<file path="src/hdl/btq_pkg.sv">
package btq_pkg;

  localparam int unsigned BIN_W = 10;
  localparam int unsigned THR_W = 6;
  localparam int unsigned RUN_W = 16;
  localparam int unsigned CFG_IDX_W = 3;
  localparam int unsigned CFG_DATA_W = 16;
  localparam int unsigned HISTORY_BITS_DEF = 32;

  localparam logic [BIN_W-1:0] TARGET_A_RST = 10'd117;
  localparam logic [BIN_W-1:0] TARGET_B_RST = 10'd243;
  localparam logic WIDE_MATCH_RST = 1'b1;
  localparam logic [THR_W-1:0] LONG_MIN_RST = 6'd22;
  localparam logic [THR_W-1:0] SHORT_MIN_RST = 6'd2;
  localparam logic [RUN_W-1:0] RUN_LOW_RST = 16'd1;
  localparam logic [RUN_W-1:0] RUN_HIGH_RST = 16'd35;

  typedef enum logic [CFG_IDX_W-1:0] {
    REG_TARGET_A  = 3'd0,
    REG_TARGET_B  = 3'd1,
    REG_WIDE      = 3'd2,
    REG_LONG_MIN  = 3'd3,
    REG_SHORT_MIN = 3'd4,
    REG_RUN_LOW   = 3'd5,
    REG_RUN_HIGH  = 3'd6
  } cfg_reg_t;

  typedef struct packed {
    logic [BIN_W-1:0] target_a;
    logic [BIN_W-1:0] target_b;
    logic             wide;
  } match_cfg_t;

endpackage

</file>
<file path="src/hdl/btq_match.sv">
module btq_match (
  input  btq_pkg::match_cfg_t             cfg,
  input  logic [btq_pkg::BIN_W-1:0]       peak_bin,
  output logic                            hit
);
  import btq_pkg::*;

  logic near_a;
  logic near_b;

  // adjacency taken one bit wider so the edges never wrap
  function automatic logic near(input logic [BIN_W-1:0] peak,
                                input logic [BIN_W-1:0] tgt,
                                input logic wide);
    logic [BIN_W:0] p;
    logic [BIN_W:0] t;
    begin
      p = {1'b0, peak};
      t = {1'b0, tgt};
      near = (peak == tgt) ||
             (wide && ((p == t + (BIN_W+1)'(1)) || (p + (BIN_W+1)'(1) == t)));
    end
  endfunction

  assign near_a = near(peak_bin, cfg.target_a, cfg.wide);
  assign near_b = near(peak_bin, cfg.target_b, cfg.wide);
  assign hit = near_a | near_b;

endmodule

</file>
<file path="src/hdl/beep_tone_hit_qualifier.sv">
// channel  | handshake                  | payload
// ---------+----------------------------+-----------------------------------
// in       | in_valid / in_stall        | peak_bin
// out      | out_valid / out_stall      | short_beep, long_tone, short_tone
// config   | cfg_we, cfg_index          | cfg_data
//
// one item per cycle unless in_stall holds it; each result is registered
// history, its running popcount and the run counter update in the accept cycle
// a two-entry output buffer takes one more item while a result is held;
// in_stall rises only when both entries are full
// rst clears state, the valid flags and loads the register defaults
module beep_tone_hit_qualifier #(
  parameter int unsigned HISTORY_BITS = btq_pkg::HISTORY_BITS_DEF
) (
  input  logic                              clk,
  input  logic                              rst,
  input  logic                              in_valid,
  output logic                              in_stall,
  input  logic [btq_pkg::BIN_W-1:0]         peak_bin,
  output logic                              out_valid,
  input  logic                              out_stall,
  output logic                              short_beep,
  output logic                              long_tone,
  output logic                              short_tone,
  input  logic                              cfg_we,
  input  logic [btq_pkg::CFG_IDX_W-1:0]     cfg_index,
  input  logic [btq_pkg::CFG_DATA_W-1:0]    cfg_data
);
  import btq_pkg::*;

  localparam int unsigned POP_W = $clog2(HISTORY_BITS + 1);
  localparam int unsigned CMP_W = (POP_W > THR_W) ? POP_W : THR_W;

  match_cfg_t       match_cfg;
  logic [THR_W-1:0] long_hit_min;
  logic [THR_W-1:0] short_hit_min;
  logic [RUN_W-1:0] run_low_limit;
  logic [RUN_W-1:0] run_high_limit;

  logic [HISTORY_BITS-1:0] hit_history;
  logic [POP_W-1:0]        pop_count;
  logic [RUN_W-1:0]        run_count;

  logic [HISTORY_BITS-1:0] hit_history_next;
  logic [POP_W-1:0]        pop_first;
  logic [POP_W-1:0]        pop_second;
  logic [RUN_W-1:0]        run_count_next;

  logic hit;
  logic accept;
  logic take;
  logic res_beep;
  logic res_long;
  logic res_short;

  logic       skid_valid;
  logic [2:0] skid_res;

  // configuration
  always_ff @(posedge clk) begin
    if (rst) begin
      match_cfg.target_a <= TARGET_A_RST;
      match_cfg.target_b <= TARGET_B_RST;
      match_cfg.wide     <= WIDE_MATCH_RST;
      long_hit_min       <= LONG_MIN_RST;
      short_hit_min      <= SHORT_MIN_RST;
      run_low_limit      <= RUN_LOW_RST;
      run_high_limit     <= RUN_HIGH_RST;
    end else if (cfg_we) begin
      case (cfg_reg_t'(cfg_index))
        REG_TARGET_A:  match_cfg.target_a <= cfg_data[BIN_W-1:0];
        REG_TARGET_B:  match_cfg.target_b <= cfg_data[BIN_W-1:0];
        REG_WIDE:      match_cfg.wide <= cfg_data[0];
        REG_LONG_MIN:  long_hit_min <= cfg_data[THR_W-1:0];
        REG_SHORT_MIN: short_hit_min <= cfg_data[THR_W-1:0];
        REG_RUN_LOW:   run_low_limit <= cfg_data[RUN_W-1:0];
        REG_RUN_HIGH:  run_high_limit <= cfg_data[RUN_W-1:0];
        default: ;
      endcase
    end
  end

  btq_match u_match (
    .cfg      (match_cfg),
    .peak_bin (peak_bin),
    .hit      (hit)
  );

  assign accept = in_valid && !in_stall;
  assign take   = out_valid && !out_stall;
  assign in_stall = skid_valid;

  // popcount tracked incrementally: add the new bit twice, drop the two shifted out
  always_comb begin
    pop_first  = pop_count - POP_W'(hit_history[HISTORY_BITS-1]) + POP_W'(hit);
    pop_second = pop_first - POP_W'(hit_history[HISTORY_BITS-2]) + POP_W'(hit);
    hit_history_next = {hit_history[HISTORY_BITS-3:0], hit, hit};

    res_long  = CMP_W'(pop_first) >= CMP_W'(long_hit_min);
    res_short = CMP_W'(pop_second) >= CMP_W'(short_hit_min);
    res_beep  = 1'b0;

    if (!res_short && (run_count > run_low_limit) && (run_count < run_high_limit)) begin
      res_beep = 1'b1;
      run_count_next = '0;
    end else if (res_long) begin
      run_count_next = run_count;
    end else if (res_short) begin
      run_count_next = (run_count == {RUN_W{1'b1}}) ? run_count : run_count + RUN_W'(1);
    end else begin
      run_count_next = '0;
    end
  end

  always_ff @(posedge clk) begin
    if (rst) begin
      hit_history <= '0;
      pop_count   <= '0;
      run_count   <= '0;
    end else if (accept) begin
      hit_history <= hit_history_next;
      pop_count   <= pop_second;
      run_count   <= run_count_next;
    end
  end

  // output register plus skid entry
  always_ff @(posedge clk) begin
    if (rst) begin
      out_valid  <= 1'b0;
      skid_valid <= 1'b0;
    end else if (take || !out_valid) begin
      out_valid  <= skid_valid || accept;
      skid_valid <= 1'b0;
    end else if (accept) begin
      skid_valid <= 1'b1;
    end
  end

  always_ff @(posedge clk) begin
    if (take || !out_valid) begin
      if (skid_valid) begin
        {short_beep, long_tone, short_tone} <= skid_res;
      end else begin
        {short_beep, long_tone, short_tone} <= {res_beep, res_long, res_short};
      end
    end else if (accept) begin
      skid_res <= {res_beep, res_long, res_short};
    end
  end

  a_pop_tracks: assert property (@(posedge clk) disable iff (rst)
    32'(pop_count) == 32'($countones(hit_history)))
    else $error("popcount out of step with history");

  a_beep_needs_short_low: assert property (@(posedge clk) disable iff (rst)
    out_valid |-> !(short_beep && short_tone))
    else $error("beep reported with short tone set");

  a_skid_implies_out: assert property (@(posedge clk) disable iff (rst)
    skid_valid |-> out_valid)
    else $error("skid entry full with empty output");

  a_beep_clears_run: assert property (@(posedge clk) disable iff (rst)
    accept && res_beep |=> run_count == '0)
    else $error("run count not cleared after beep");

endmodule

</file>
<file path="config.mk">
export PLATFORM = sky130hd
export DESIGN_NAME = beep_tone_hit_qualifier
export DESIGN_NICKNAME = d
export VERILOG_FILES = /design/src/hdl/btq_pkg.sv /design/src/hdl/btq_match.sv /design/src/hdl/beep_tone_hit_qualifier.sv
export SDC_FILE = /design/constraint.sdc
export NUM_CORES = 1
export LEC_CHECK = 0
export BUFFER_PORTS_ARGS = -buffer_cell sky130_fd_sc_hd__buf_2
export CAP_MARGIN = 20
export CORE_ASPECT_RATIO = 1.75
export CORE_UTILIZATION = 34
export DETAILED_ROUTE_END_ITERATION = 10
export GPL_ROUTABILITY_DRIVEN = 0
export SLEW_MARGIN = 5
export SYNTH_ARGS = -nofsm -noshare
export SYNTH_HDL_FRONTEND = slang
export SYNTH_SLANG_ARGS = --single-unit
</file>
<file path="constraint.sdc">
create_clock -name clk -period 6.9 [get_ports clk]
set_input_delay 0.69 -clock clk [delete_from_list [all_inputs] [get_ports clk]]
set_output_delay 0.69 -clock clk [all_outputs]
set_load 0.005 [all_outputs]
</file>
# Yosys cells after proc, flatten, opt, wreduce, memory -nomap -nowiden
# Cells that the tools add are included.
# totals
register_bits	127
in_bits	34
word_cells	80
# classes
addsub	8
n_lt_le_gt_ge	4
n_eq_ne	15
muxes	8
n_bitwise	2
n_reduce_logical	27
# ops
cell	count
16-bit two-way mux	4
10-bit by 1-bit adder with 11-bit output (second input constant)	3
10-bit by 11-bit equality test with 1-bit output	2
11-bit by 10-bit equality test with 1-bit output	2
10-bit equality test	2
16-bit by 1-bit adder with 16-bit output (second input constant)	1
16-bit equality test (second input constant)	1
16-bit > comparator	1
16-bit < comparator	1
2-bit AND reduction	8
6-bit by 1-bit adder with 6-bit output	2
6-bit greater-or-equal comparator	2
6-bit by 1-bit subtractor with 6-bit output	2
3-bit equality test (second input constant)	3
3-bit by 2-bit equality test with 1-bit output (second input constant)	2
1-bit logical AND	6
1-bit logical OR	6
1-bit zero test	4
1-bit two-way mux	4
3-bit by 1-bit equality test with 1-bit output (second input constant)	1
3-bit zero test	1
3-bit != test (second input constant)	1
3-bit AND reduction	1
2-bit by 1-bit != test with 1-bit output (second input constant)	1
other kinds (3)	3

# Longest topological paths before layout
# Gate-level depths: netlist of run 1.
# logic_depth
ltp_word	15
depth_mapped	30

# Hierarchy
# From an unflattened synthesis of run 1, not the netlist that was laid out.
# hier_totals
hier_cells	861
hier_area_um2	6994.2
# by_module_without_submodules
module	instances	cells_each	area_per_inst_um2	seq_area_each_um2
beep_tone_hit_qualifier	1	693	5733.0	2282.2
btq_match	1	168	1261.2	0.0

# Worst setup path before layout of run 1
# No wires, ideal clock.
# synth_timing
path_type	input to register
startpoint	input peak_bin[5] (netlist bit)
endpoint	register run_count[8]
setup_time_ns	0.091
arrival_time_ns	5.994
required_time_ns	6.809
path_slack_ns	0.815
path_stages	27
path_cell_list	buf_6 -> xor2_1 -> inv_1 -> xnor2_1 -> or4_1 -> a2111oi_2 -> a211oi_2 -> ha_1 -> inv_1 -> ha_1 -> fa_1 -> inv_1 -> ha_1 -> a21o_1 -> a21oi_1 -> o21bai_1 -> a21oi_1 -> xnor2_1 -> xnor2_1 -> ha_1 -> o211ai_1 -> o21ai_0 -> nor3_1 -> nor2_1 -> o31ai_4 -> buf_6 -> a311oi_1
# synth_between
elab_chain_len	15
# synth_lines
item	line	text
start: declaration	beep_tone_hit_qualifier.sv:19	input logic [btq_pkg::BIN_W-1:0] peak_bin,
10-bit by 1-bit adder with 11-bit output	btq_match.sv:21	(wide && ((p == t + (BIN_W+1)'(1)) || (p + (BIN_W+1)'(1) == t)));
11-bit by 10-bit equality test with 1-bit output	btq_match.sv:21	
1-bit logical OR	btq_match.sv:21	
1-bit logical AND	btq_match.sv:21	
1-bit logical OR	btq_match.sv:20	near = (peak == tgt) ||
1-bit bitwise OR *	btq_match.sv:27	assign hit = near_a | near_b;
6-bit by 1-bit adder with 6-bit output	beep_tone_hit_qualifier.sv:95	pop_first = pop_count - POP_W'(hit_history[HISTORY_BITS-1]) + POP_W'(hit);
6-bit by 1-bit subtractor with 6-bit output	beep_tone_hit_qualifier.sv:96	pop_second = pop_first - POP_W'(hit_history[HISTORY_BITS-2]) + POP_W'(hit);
6-bit by 1-bit adder with 6-bit output *	beep_tone_hit_qualifier.sv:96	
via pop_second[5]	beep_tone_hit_qualifier.sv:46	logic [POP_W-1:0] pop_second;
6-bit greater-or-equal comparator *	beep_tone_hit_qualifier.sv:100	res_short = CMP_W'(pop_second) >= CMP_W'(short_hit_min);
1-bit zero test	beep_tone_hit_qualifier.sv:103	if (!res_short && (run_count > run_low_limit) && (run_count < run_high_limit)) begin
1-bit logical AND (2 in series)	beep_tone_hit_qualifier.sv:103	
3-bit != test (no source line) or 2-bit by 1-bit != test with 1-bit output (tied branches)	--	
3-bit AND reduction (no source line)	--	
end signal: assignment	beep_tone_hit_qualifier.sv:123	run_count <= run_count_next;
end: declaration	beep_tone_hit_qualifier.sv:42	logic [RUN_W-1:0] run_count;
# The timed path passes the listed nets; every way through them passes the cells marked *. The select of a mux whose other input is x is not followed.
# A chain may end at the register's enable or synchronous reset.

# Worst setup path in the final report of run 1
# layout_timing
startpoint	input peak_bin[5] (netlist bit)
endpoint	register run_count[9]
# Same word-level chain as after synthesis.

==> results of run 1 <==
## report_power, final
| group | internal [uW] | switching (uW) |
|---|---|---|
| logic | 562 | 868 |
| registers | 710 | 24.9 |
| clock network | 292 | 241 |
| total | 1560 | 1130 |
## routing by layer
layer  vias to the layer above  track usage, %  share of wire [%]
met1                      2798            18.7                 38
met5                         -               0                  0
met2                       123            35.1                 55
met4                         0            10.9                4.6
met3                        49            2.72                2.7
li1                       2984               -                  -
## worst max-delay path: cells and delay by family
kind	cells	cell delay, ps
AO/OA/AOI/OAI	9	1800
XOR/XNOR	5	860
adder cells (fa/ha/maj)	5	1590
buffers and inverters	5	680
AND/OR/NAND/NOR	2	880
## sequential cells by signal, summed over array words and instances (netlist names)
name	flops
match_cfg	21
hit_history	16
run_count	16
run_high_limit	16
run_low_limit	16
long_hit_min	6
pop_count	6
short_hit_min	6
skid_res	3
in_stall	1
long_tone	1
out_valid	1
short_beep	1
short_tone	1
## logic make-up (layout without fill, tap and decap cells)
family | Yosys count | in the layout | share of synthesized area (%)
buffers and inverters | 109 | 130 | 6.65
AOI/OAI and AO/OA | 189 | 189 | 17.6
adders and majority gates | 60 | 60 | 11.2
and+or+nand+nor | 309 | 309 | 20.2
xor gates and xnor gates | 55 | 55 | 7.06
DFF | 111 | 111 | 33.4
muxes | 26 | 26 | 3.85
## final timing paths
path | end | cells past startpoint | slack [ps] | from
max reg2reg | run_count[9] | 26 | 740 | match_cfg[12]
min reg2reg | hit_history[23] | 2 | 450 | hit_history[21]
min | hit_history[23] | 2 | 450 | hit_history[21]
max | run_count[9] | 26 | 650 | peak_bin[5]
## per-stage QoR
step	worst slack (ps)	cells	instance area [um2]	utilization (%)	power (uW)
floorplan	815	859	6830	-	1760
global placement	375	1109	7220	36.6	2190
detailed placement	259	1109	7220	36.6	2200
CTS	623	1125	7520	38.1	2730
global route	44.8	1125	7520	38.1	2920
finish	653	1125	7520	38.1	2700
## synthesized netlist by cell type (3+ instances only)
master / count
nor3_1: 15
xnor2_1: 31
nor2_1: 47
edfxtp_1: 6
a211oi_1: 6
a31oi_1: 6
clkbuf_1: 24
nand2b_1: 8
nor4_1: 4
a21o_1: 12
ha_1: 58
o22ai_1: 4
inv_1: 64
xor2_1: 24
nand3_1: 33
o31ai_1: 3
buf_2: 12
buf_4: 4
nand2_1: 162
mux2i_1: 24
dfxtp_1: 105
o21ai_0: 23
nor2b_1: 4
nand4_1: 11
and3_1: 8
or3_1: 4
a311oi_1: 11
o211ai_1: 10
o21bai_1: 3
a21oi_1: 89
## area by class of cell
cell class              instances  share of cell area [%]
flip-flops and latches        111                    30.4
well taps                     245                    4.08
inverters                      65                    3.25
repair buffers                 49                    3.79
clock buffers                  11                    3.23
clock inverters                 5                   0.749
multi-input cells             639                    54.5
==> results.yml, run 1 <==
worst_setup_path:
  cp-start-kind: "input pin"
  cp.required_ps: 7170
  slowest_delay_ps: 520
  cp.arrival_ps: 6510
  worstSetupPathType: "in2reg"
  cp_slowest_cell: "or4_1"
  crit_fanout: 22
  worstSetupEndpointType: "flop"
  worst_path_most_repeated_cell: "ha_1"
detailed_routing:
  num_vias: 5954
  remaining_drc_errors: 0
  ant_nets: 0
  first_pass_iters: 4
  wl_per_cell_um: 16.3
  wl_um: 18400
  drt_iter0_drc: 298
  viasPerCell: 5.29
layout:
  mostFrequentLayoutCells: "162 x nand2_1, 105 x dfxtp_1, 89 x a21oi_1, 64 x inv_1, 58 x ha_1"
  nets: 969
  multi_input_area_um2: 4100
  seq_area_um2: 2280
  drive_gt1_share_pct: 8.98
  syn_to_final_growth_pct: 10.1
  fillCellCount: 2117
  antenna_cells: 0
  final_common_cell: "nand2_1"
floorplan:
  fp-row-count: 68
  die_x_um: 109
  initial_core_util_pct: 34.6
  die_height_um: 189
  die-area_um2: 20700
  core_region_area_um2: 19700
  io_pins: 39
sta:
  drv_slew: 0
  rsz0062_at_grt: "false"
  tns_ps: 0
  tightest_slew_ps: 1060
  fmax_mhz: 160
  relSlewSlack_pct: 29.2
  whs_ps: 452
  finalHoldViolations: 0
  final.min_clock_period_ps: 6250
  fin_skew_ps: 8.58
  fin_crit_sh_pct: 90.5
  setup_viol: 0
yosys:
  synth.area.top_cells: "dfxtp_1 31%, ha_1 11%, nand2_1 8.9%"
  ys_warn_count: 0
  synth_ff_type: "dfxtp_1"
  syn_nets: 953
  avgSynthCellArea_um2: 7.95
  seq_area_frac_synth_pct: 33.4
  synth-seq-cells: 111
  synth.top_cell.area_share_pct: 30.8
  synth_edf_count: 6
  synthCells: 859
  synth-async-reset-ratio_pct: 0
  syn-cell-area_um2: 6830
  synth_top_area_cell: "dfxtp_1"
  yosysUniqueCellTypes: 60
cts:
  cts_root_buf: "clkbuf_16"
  cts.htree.levels: 3
  cts.repair.resized: 0
  numCtsBuffers: 9
  clock-sinks: 111
  clkLatencyLatePin_ps: 360
  clockBufferDepth: 2
  postCtsSetupRepairBufs: 0
  cts_tree: "built"
  clk_pin_slew_ps: 70
  cts_hold_buffers: 0
power_and_ir_drop:
  p_leak_uw: 0.00291
  powerDensity_nw_per_um2: 359
  vdd_ir_drop_max_mv: 0.566
global_routing:
  grt_max_degree: 49
  grt_pass1_wl_um: 29300
  grt_pass1_vias: 5733
  antenna_found_initial: 0
  grt_usage_pct: 18.6
  gr-total-overflow: 0
placement:
  dp_hpwl_um: 13500
  io_buffer_count: 38
status:
  status: "completed"
min_path:
  hold_class: "reg2reg"
run:
  max_cap_violations: 0
(Power assumes the default switching activity.)
==> run 2, diff against run 1 <==
--- a/config.mk
+++ b/config.mk
@@ -7,10 +7,10 @@
 export LEC_CHECK = 0
 export BUFFER_PORTS_ARGS = -buffer_cell sky130_fd_sc_hd__buf_2
 export CAP_MARGIN = 20
-export CORE_ASPECT_RATIO = 1.75
 export CORE_UTILIZATION = 34
 export DETAILED_ROUTE_END_ITERATION = 10
 export GPL_ROUTABILITY_DRIVEN = 0
+export PLACE_DENSITY = 0.5
 export SLEW_MARGIN = 5
 export SYNTH_ARGS = -nofsm -noshare
 export SYNTH_HDL_FRONTEND = slang
==> run 2 against run 1 <==
  * Die area decreased by 0.11%
  * Largest cell class unchanged
  * Worst setup slack improved by 130 ps
  * First-iteration DRC count decreased by 1.3%
  * Combinational power decreased by 4%
  * Global-route usage decreased by 0.96 points
  * Non-clock buffer count increased by 1
  * Sequential cell count unchanged
  * Sequential share of layout area decreased by 0.12 points
  * Clock skew decreased by 1.3 ps
  * Critical path depth unchanged
  * Register-to-register slack improved by 100 ps
  * Clock power increased by 2%
==> results.yml, run 2 (same netlist as run 1, synthesis figures left out) <==
worst_setup_path:
  cp_num_buf_inv: 6
  cp.arrival_ps: 6340
  slowest_delay_ps: 540
  worst_path_most_repeated_cell: "ha_1"
  critPathTopFamily: "compound AO/OA/AOI/OAI gates"
  cp.required_ps: 7120
  worstSetupEndpointType: "flop"
  cp_slowest_cell: "or4_1"
  worstSetupPathType: "in2reg"
  cp-start-kind: "input pin"
  crit_fanout: 16
placement:
  dp_hpwl_um: 12500
  io_buffer_count: 38
  dpl.cell_count: 1130
sta:
  whs_ps: 452
  fin_crit_sh_pct: 88.7
  fmax_mhz: 163
  tns_ps: 0
  final.min_clock_period_ps: 6120
  rsz0062_at_grt: "false"
  fin_skew_ps: 7.31
  drv_slew: 0
  finalHoldViolations: 0
  setup_viol: 0
  relSlewSlack_pct: 27.6
  tightest_slew_ps: 1080
cts:
  numCtsBuffers: 9
  cts_root_buf: "clkbuf_16"
  clkLatencyLatePin_ps: 350
  clock-sinks: 111
  cts_hold_buffers: 0
  postCtsSetupRepairBufs: 0
  clk_pin_slew_ps: 80
  clockBufferDepth: 2
  cts.htree.levels: 3
  cts_tree: "built"
  cts.repair.resized: 0
layout:
  drive_gt1_share_pct: 9.19
  largest_register_ffs: 21
  multi_input_area_um2: 4100
  largest-register: "match_cfg"
  nets: 970
  fin_util_pct: 38.5
  syn_to_final_growth_pct: 10.5
  mostFrequentLayoutCells: "162 x nand2_1, 105 x dfxtp_1, 89 x a21oi_1, 64 x inv_1, 58 x ha_1"
  final_cells: 1146
  final_common_cell: "nand2_1"
  fillCellCount: 2074
  seq_area_um2: 2280
  antenna_cells: 0
power_and_ir_drop:
  power.total_uw: 2650
  pwr-share-seq_pct: 27.7
  p_int_uw: 1520
  pwr-share-clk_pct: 20.6
  power.switching_uw: 1130
  powerDensity_nw_per_um2: 350
  vdd_ir_drop_max_mv: 0.502
  p_leak_uw: 0.00291
  switching_share_pct: 42.7
  p_comb_share_pct: 51.7
detailed_routing:
  wl_met2_um: 7490
  first_pass_iters: 6
  remaining_drc_errors: 0
  viasPerCell: 5.00
  met1Wirelength_um: 8970
  ant_nets: 0
  top_layer_used: "met4"
  num_vias: 5730
  wl_per_cell_um: 15.0
  drt_iter0_drc: 294
  wl_met3_um: 640
  wl_um: 17200
global_routing:
  grt_pass1_vias: 5403
  grt_usage_pct: 17.7
  antenna_found_initial: 0
  grt_pass1_wl_um: 28400
  grt_max_degree: 56
  gr-total-overflow: 0
min_path:
  hold_class: "reg2reg"
floorplan:
  io_pins: 39
  die-area_um2: 20700
  initial_core_util_pct: 34.9
  core_region_area_um2: 19600
  fp-row-count: 51
  die_height_um: 144
  die_x_um: 144
status:
  status: "completed"
run:
  max_cap_violations: 0
==> run 2: power groups by stage <==
stage	combinational [uW]	clock, uW	sequential [uW]
2_1_floorplan	1020	0	742
3_3_place_gp	1370	0	749
3_5_place_dp	1370	0	749
4_1_cts	1390	562	734
5_1_grt	1560	591	738
6_report	1370	544	734
==> run 2: worst min-delay path, stage by stage (launching register included) <==
cell,delay (ps)
dfxtp_1,310
nand2_1,50
a21oi_1,50
==> run 2: final timing paths <==
path / from / to / slack [ps] / cells past startpoint
worst max-delay path: peak_bin[5] / run_count[2] / 780 / 26
worst min-delay path: hit_history[17] / hit_history[19] / 450 / 2
worst max register to register: match_cfg[13] / run_count[2] / 840 / 26
worst min register to register: hit_history[17] / hit_history[19] / 450 / 2
==> run 2: routing by layer <==
metal	track usage, %	vias to the layer above
met1	25.0	2616
li1	-	3003
met5	0	-
met3	3.47	10
met4	3.14	0
met2	27.8	101
==> run 2: layout make-up <==
type	instances	area share, %
Inverter	65	3.23
Tap cell	265	4.39
Sequential cell	111	30.2
Multi-Input combinational cell	639	54.3
Timing Repair Buffer	50	3.71
Clock buffer	10	3.17
Clock inverter	6	0.928
==> run 2: stage by stage <==
| step | instance area, um2 | setup WS [ps] |
|---|---|---|
| after detailed placement | 7240 | 426 |
| after CTS | 7550 | 782 |
| after global placement | 7230 | 501 |
| after global routing | 7550 | 281 |
| final | 7550 | 780 |
| after floorplan | 6830 | 815 |
==> run 3, diff against run 2 <==
--- a/config.mk
+++ b/config.mk
@@ -10,7 +10,7 @@
 export CORE_UTILIZATION = 34
 export DETAILED_ROUTE_END_ITERATION = 10
 export GPL_ROUTABILITY_DRIVEN = 0
-export PLACE_DENSITY = 0.5
+export PLACE_DENSITY_LB_ADDON = 0.15
 export SLEW_MARGIN = 5
 export SYNTH_ARGS = -nofsm -noshare
 export SYNTH_HDL_FRONTEND = slang
==> run 3 against run 2 <==
  * Core utilization down 0.23 points
  * Sequential cell count unchanged
  * Global-route usage down 0.19 points
  * First-iteration DRC count down 11%
  * Die area unchanged
  * Total power down 2.2%
==> results.yml, run 3 (same netlist as run 1, synthesis figures left out) <==
power_and_ir_drop:
  powerDensity_nw_per_um2: 345
  p_leak_uw: 0.00290
  vdd_ir_drop_max_mv: 0.468
placement:
  place_area_um2: 7210
  io_buffer_count: 38
  dpl.cell_count: 1126
  place_ws_ps: 300
  dp_hpwl_um: 12400
sta:
  relSlewSlack_pct: 28.5
  drv_slew: 0
  fmax_mhz: 161
  final.min_clock_period_ps: 6200
  fin_crit_sh_pct: 89.9
  fin_skew_ps: 11.2
  rsz0062_at_grt: "false"
  tns_ps: 0
  worst_slack_ps: 697
  finalHoldViolations: 0
  setup_viol: 0
  tightest_slew_ps: 1070
cts:
  postCtsSetupRepairBufs: 0
  clkLatencyLatePin_ps: 360
  clock-sinks: 111
  cts_hold_buffers: 0
  clockBufferDepth: 2
  clk_pin_slew_ps: 80
  numCtsBuffers: 9
  cts.repair.resized: 0
  cts_tree: "built"
  cts_root_buf: "clkbuf_16"
  cts.htree.levels: 3
layout:
  fin_util_pct: 38.3
  mostFrequentLayoutCells: "162 x nand2_1, 105 x dfxtp_1, 89 x a21oi_1, 64 x inv_1, 58 x ha_1"
  largest-register: "match_cfg"
  final_common_cell: "nand2_1"
  antenna_cells: 0
  drive_gt1_share_pct: 8.99
  largest_register_ffs: 21
  final_cells: 1144
  syn_to_final_growth_pct: 9.88
  final_area_um2: 7500
  nets: 968
floorplan:
  fp-row-count: 51
  die_x_um: 144
  die_height_um: 144
  initial_core_util_pct: 34.9
  io_pins: 39
  die-area_um2: 20700
  core_region_area_um2: 19600
detailed_routing:
  num_vias: 5773
  viasPerCell: 5.05
  drt_iter0_drc: 261
  first_pass_iters: 4
  remaining_drc_errors: 0
  wl_um: 17000
  wl_per_cell_um: 14.8
  ant_nets: 0
worst_setup_path:
  critPathTopFamily: "adder cells"
  cp-startpoint: "peak_bin[1]"
  r2r-end: "run_count[5]"
  cp.required_ps: 7160
  cp-start-kind: "input pin"
  slowest_delay_ps: 420
  cp_slowest_cell: "o41ai_2"
  worstSetupEndpointType: "flop"
  rr_startpoint: "match_cfg[11]"
  worst_path_most_repeated_cell: "ha_1"
  cp.arrival_ps: 6460
  worstRegToRegCells: 26
  ff2ff_setup_slack_ps: 780
  crit_fanout: 14
  cp_num_buf_inv: 4
  worstSetupPathType: "in2reg"
status:
  status: "completed"
run:
  max_cap_violations: 0
min_path:
  hold_depth: 2
  hold_class: "reg2reg"
  min_to: "hit_history[19]"
  holdCritStartpoint: "hit_history[17]"
global_routing:
  grt_pass1_wl_um: 28200
  antenna_found_initial: 0
  gr-total-overflow: 0
  grt_max_degree: 83
  grt_pass1_vias: 5360
  grt_usage_pct: 17.5
run 3: metrics by stage:
step                      hold slack, ps  total power (uW)
after floorplan                      429              1760
after global placement               441              2130
after detailed placement             446              2130
after CTS                            457              2640
after global routing                 474              2810
final                                452              2590
run 3: layout make-up:
cell class	count	area (um2)
flip-flops and latches	111	2280
well taps	265	332
repair buffers	48	263
clock buffers	9	225
multi-input cells	639	4100
fillers	2094	12100
inverters	65	244
clock inverters	7	56.3
run 3: worst register-to-register path: stages, from the launching register on:
cell	delay, ps
dfxtp_1	450
ha_1	280
xnor2_1	160
nand3_1	100
or4b_2	650
nor3_1	140
and3_1	210
a211oi_2	70
ha_1	320
inv_1	60
ha_1	200
fa_1	400
xor2_1	260
inv_1	80
ha_1	340
a21oi_1	220
o21bai_1	90
a21oi_1	170
xnor2_1	150
xnor2_1	110
ha_1	310
o211ai_1	100
o21ai_2	160
buf_4	230
and2_1	390
a21oi_1	120
a311oi_1	260
run 3: report_power, final:
| part | total [uW] | leakage [uW] | switching, uW | internal, uW |
|---|---|---|---|---|
| sequential | 733 | 0.000909 | 23.1 | 710 |
| clock | 502 | 0.000142 | 252 | 250 |
| combinational | 1350 | 0.00185 | 841 | 511 |
| total | 2590 | 0.00290 | 1120 | 1470 |
run 3: how the worst max path moves through the flow:
stage                   endpoint  slack [ps]  depth (start not counted)
global route        run_count[9]         190                         29
CTS                 run_count[8]         650                         27
detailed placement  run_count[7]         300                         27
finish              run_count[5]         700                         28
floorplan           run_count[8]         810                         27
global placement    run_count[2]         330                         27
run 3: per-layer routing:
metal	vias to the layer above	wire length (um)	track usage [%]	share of wire (%)
li1	2990	-	-	-
met1	2659	8680	25.0	51
met2	109	7420	26.8	44
met3	15	715	3.40	4.2
met4	0	168	4.03	0.99
met5	-	0	0	0
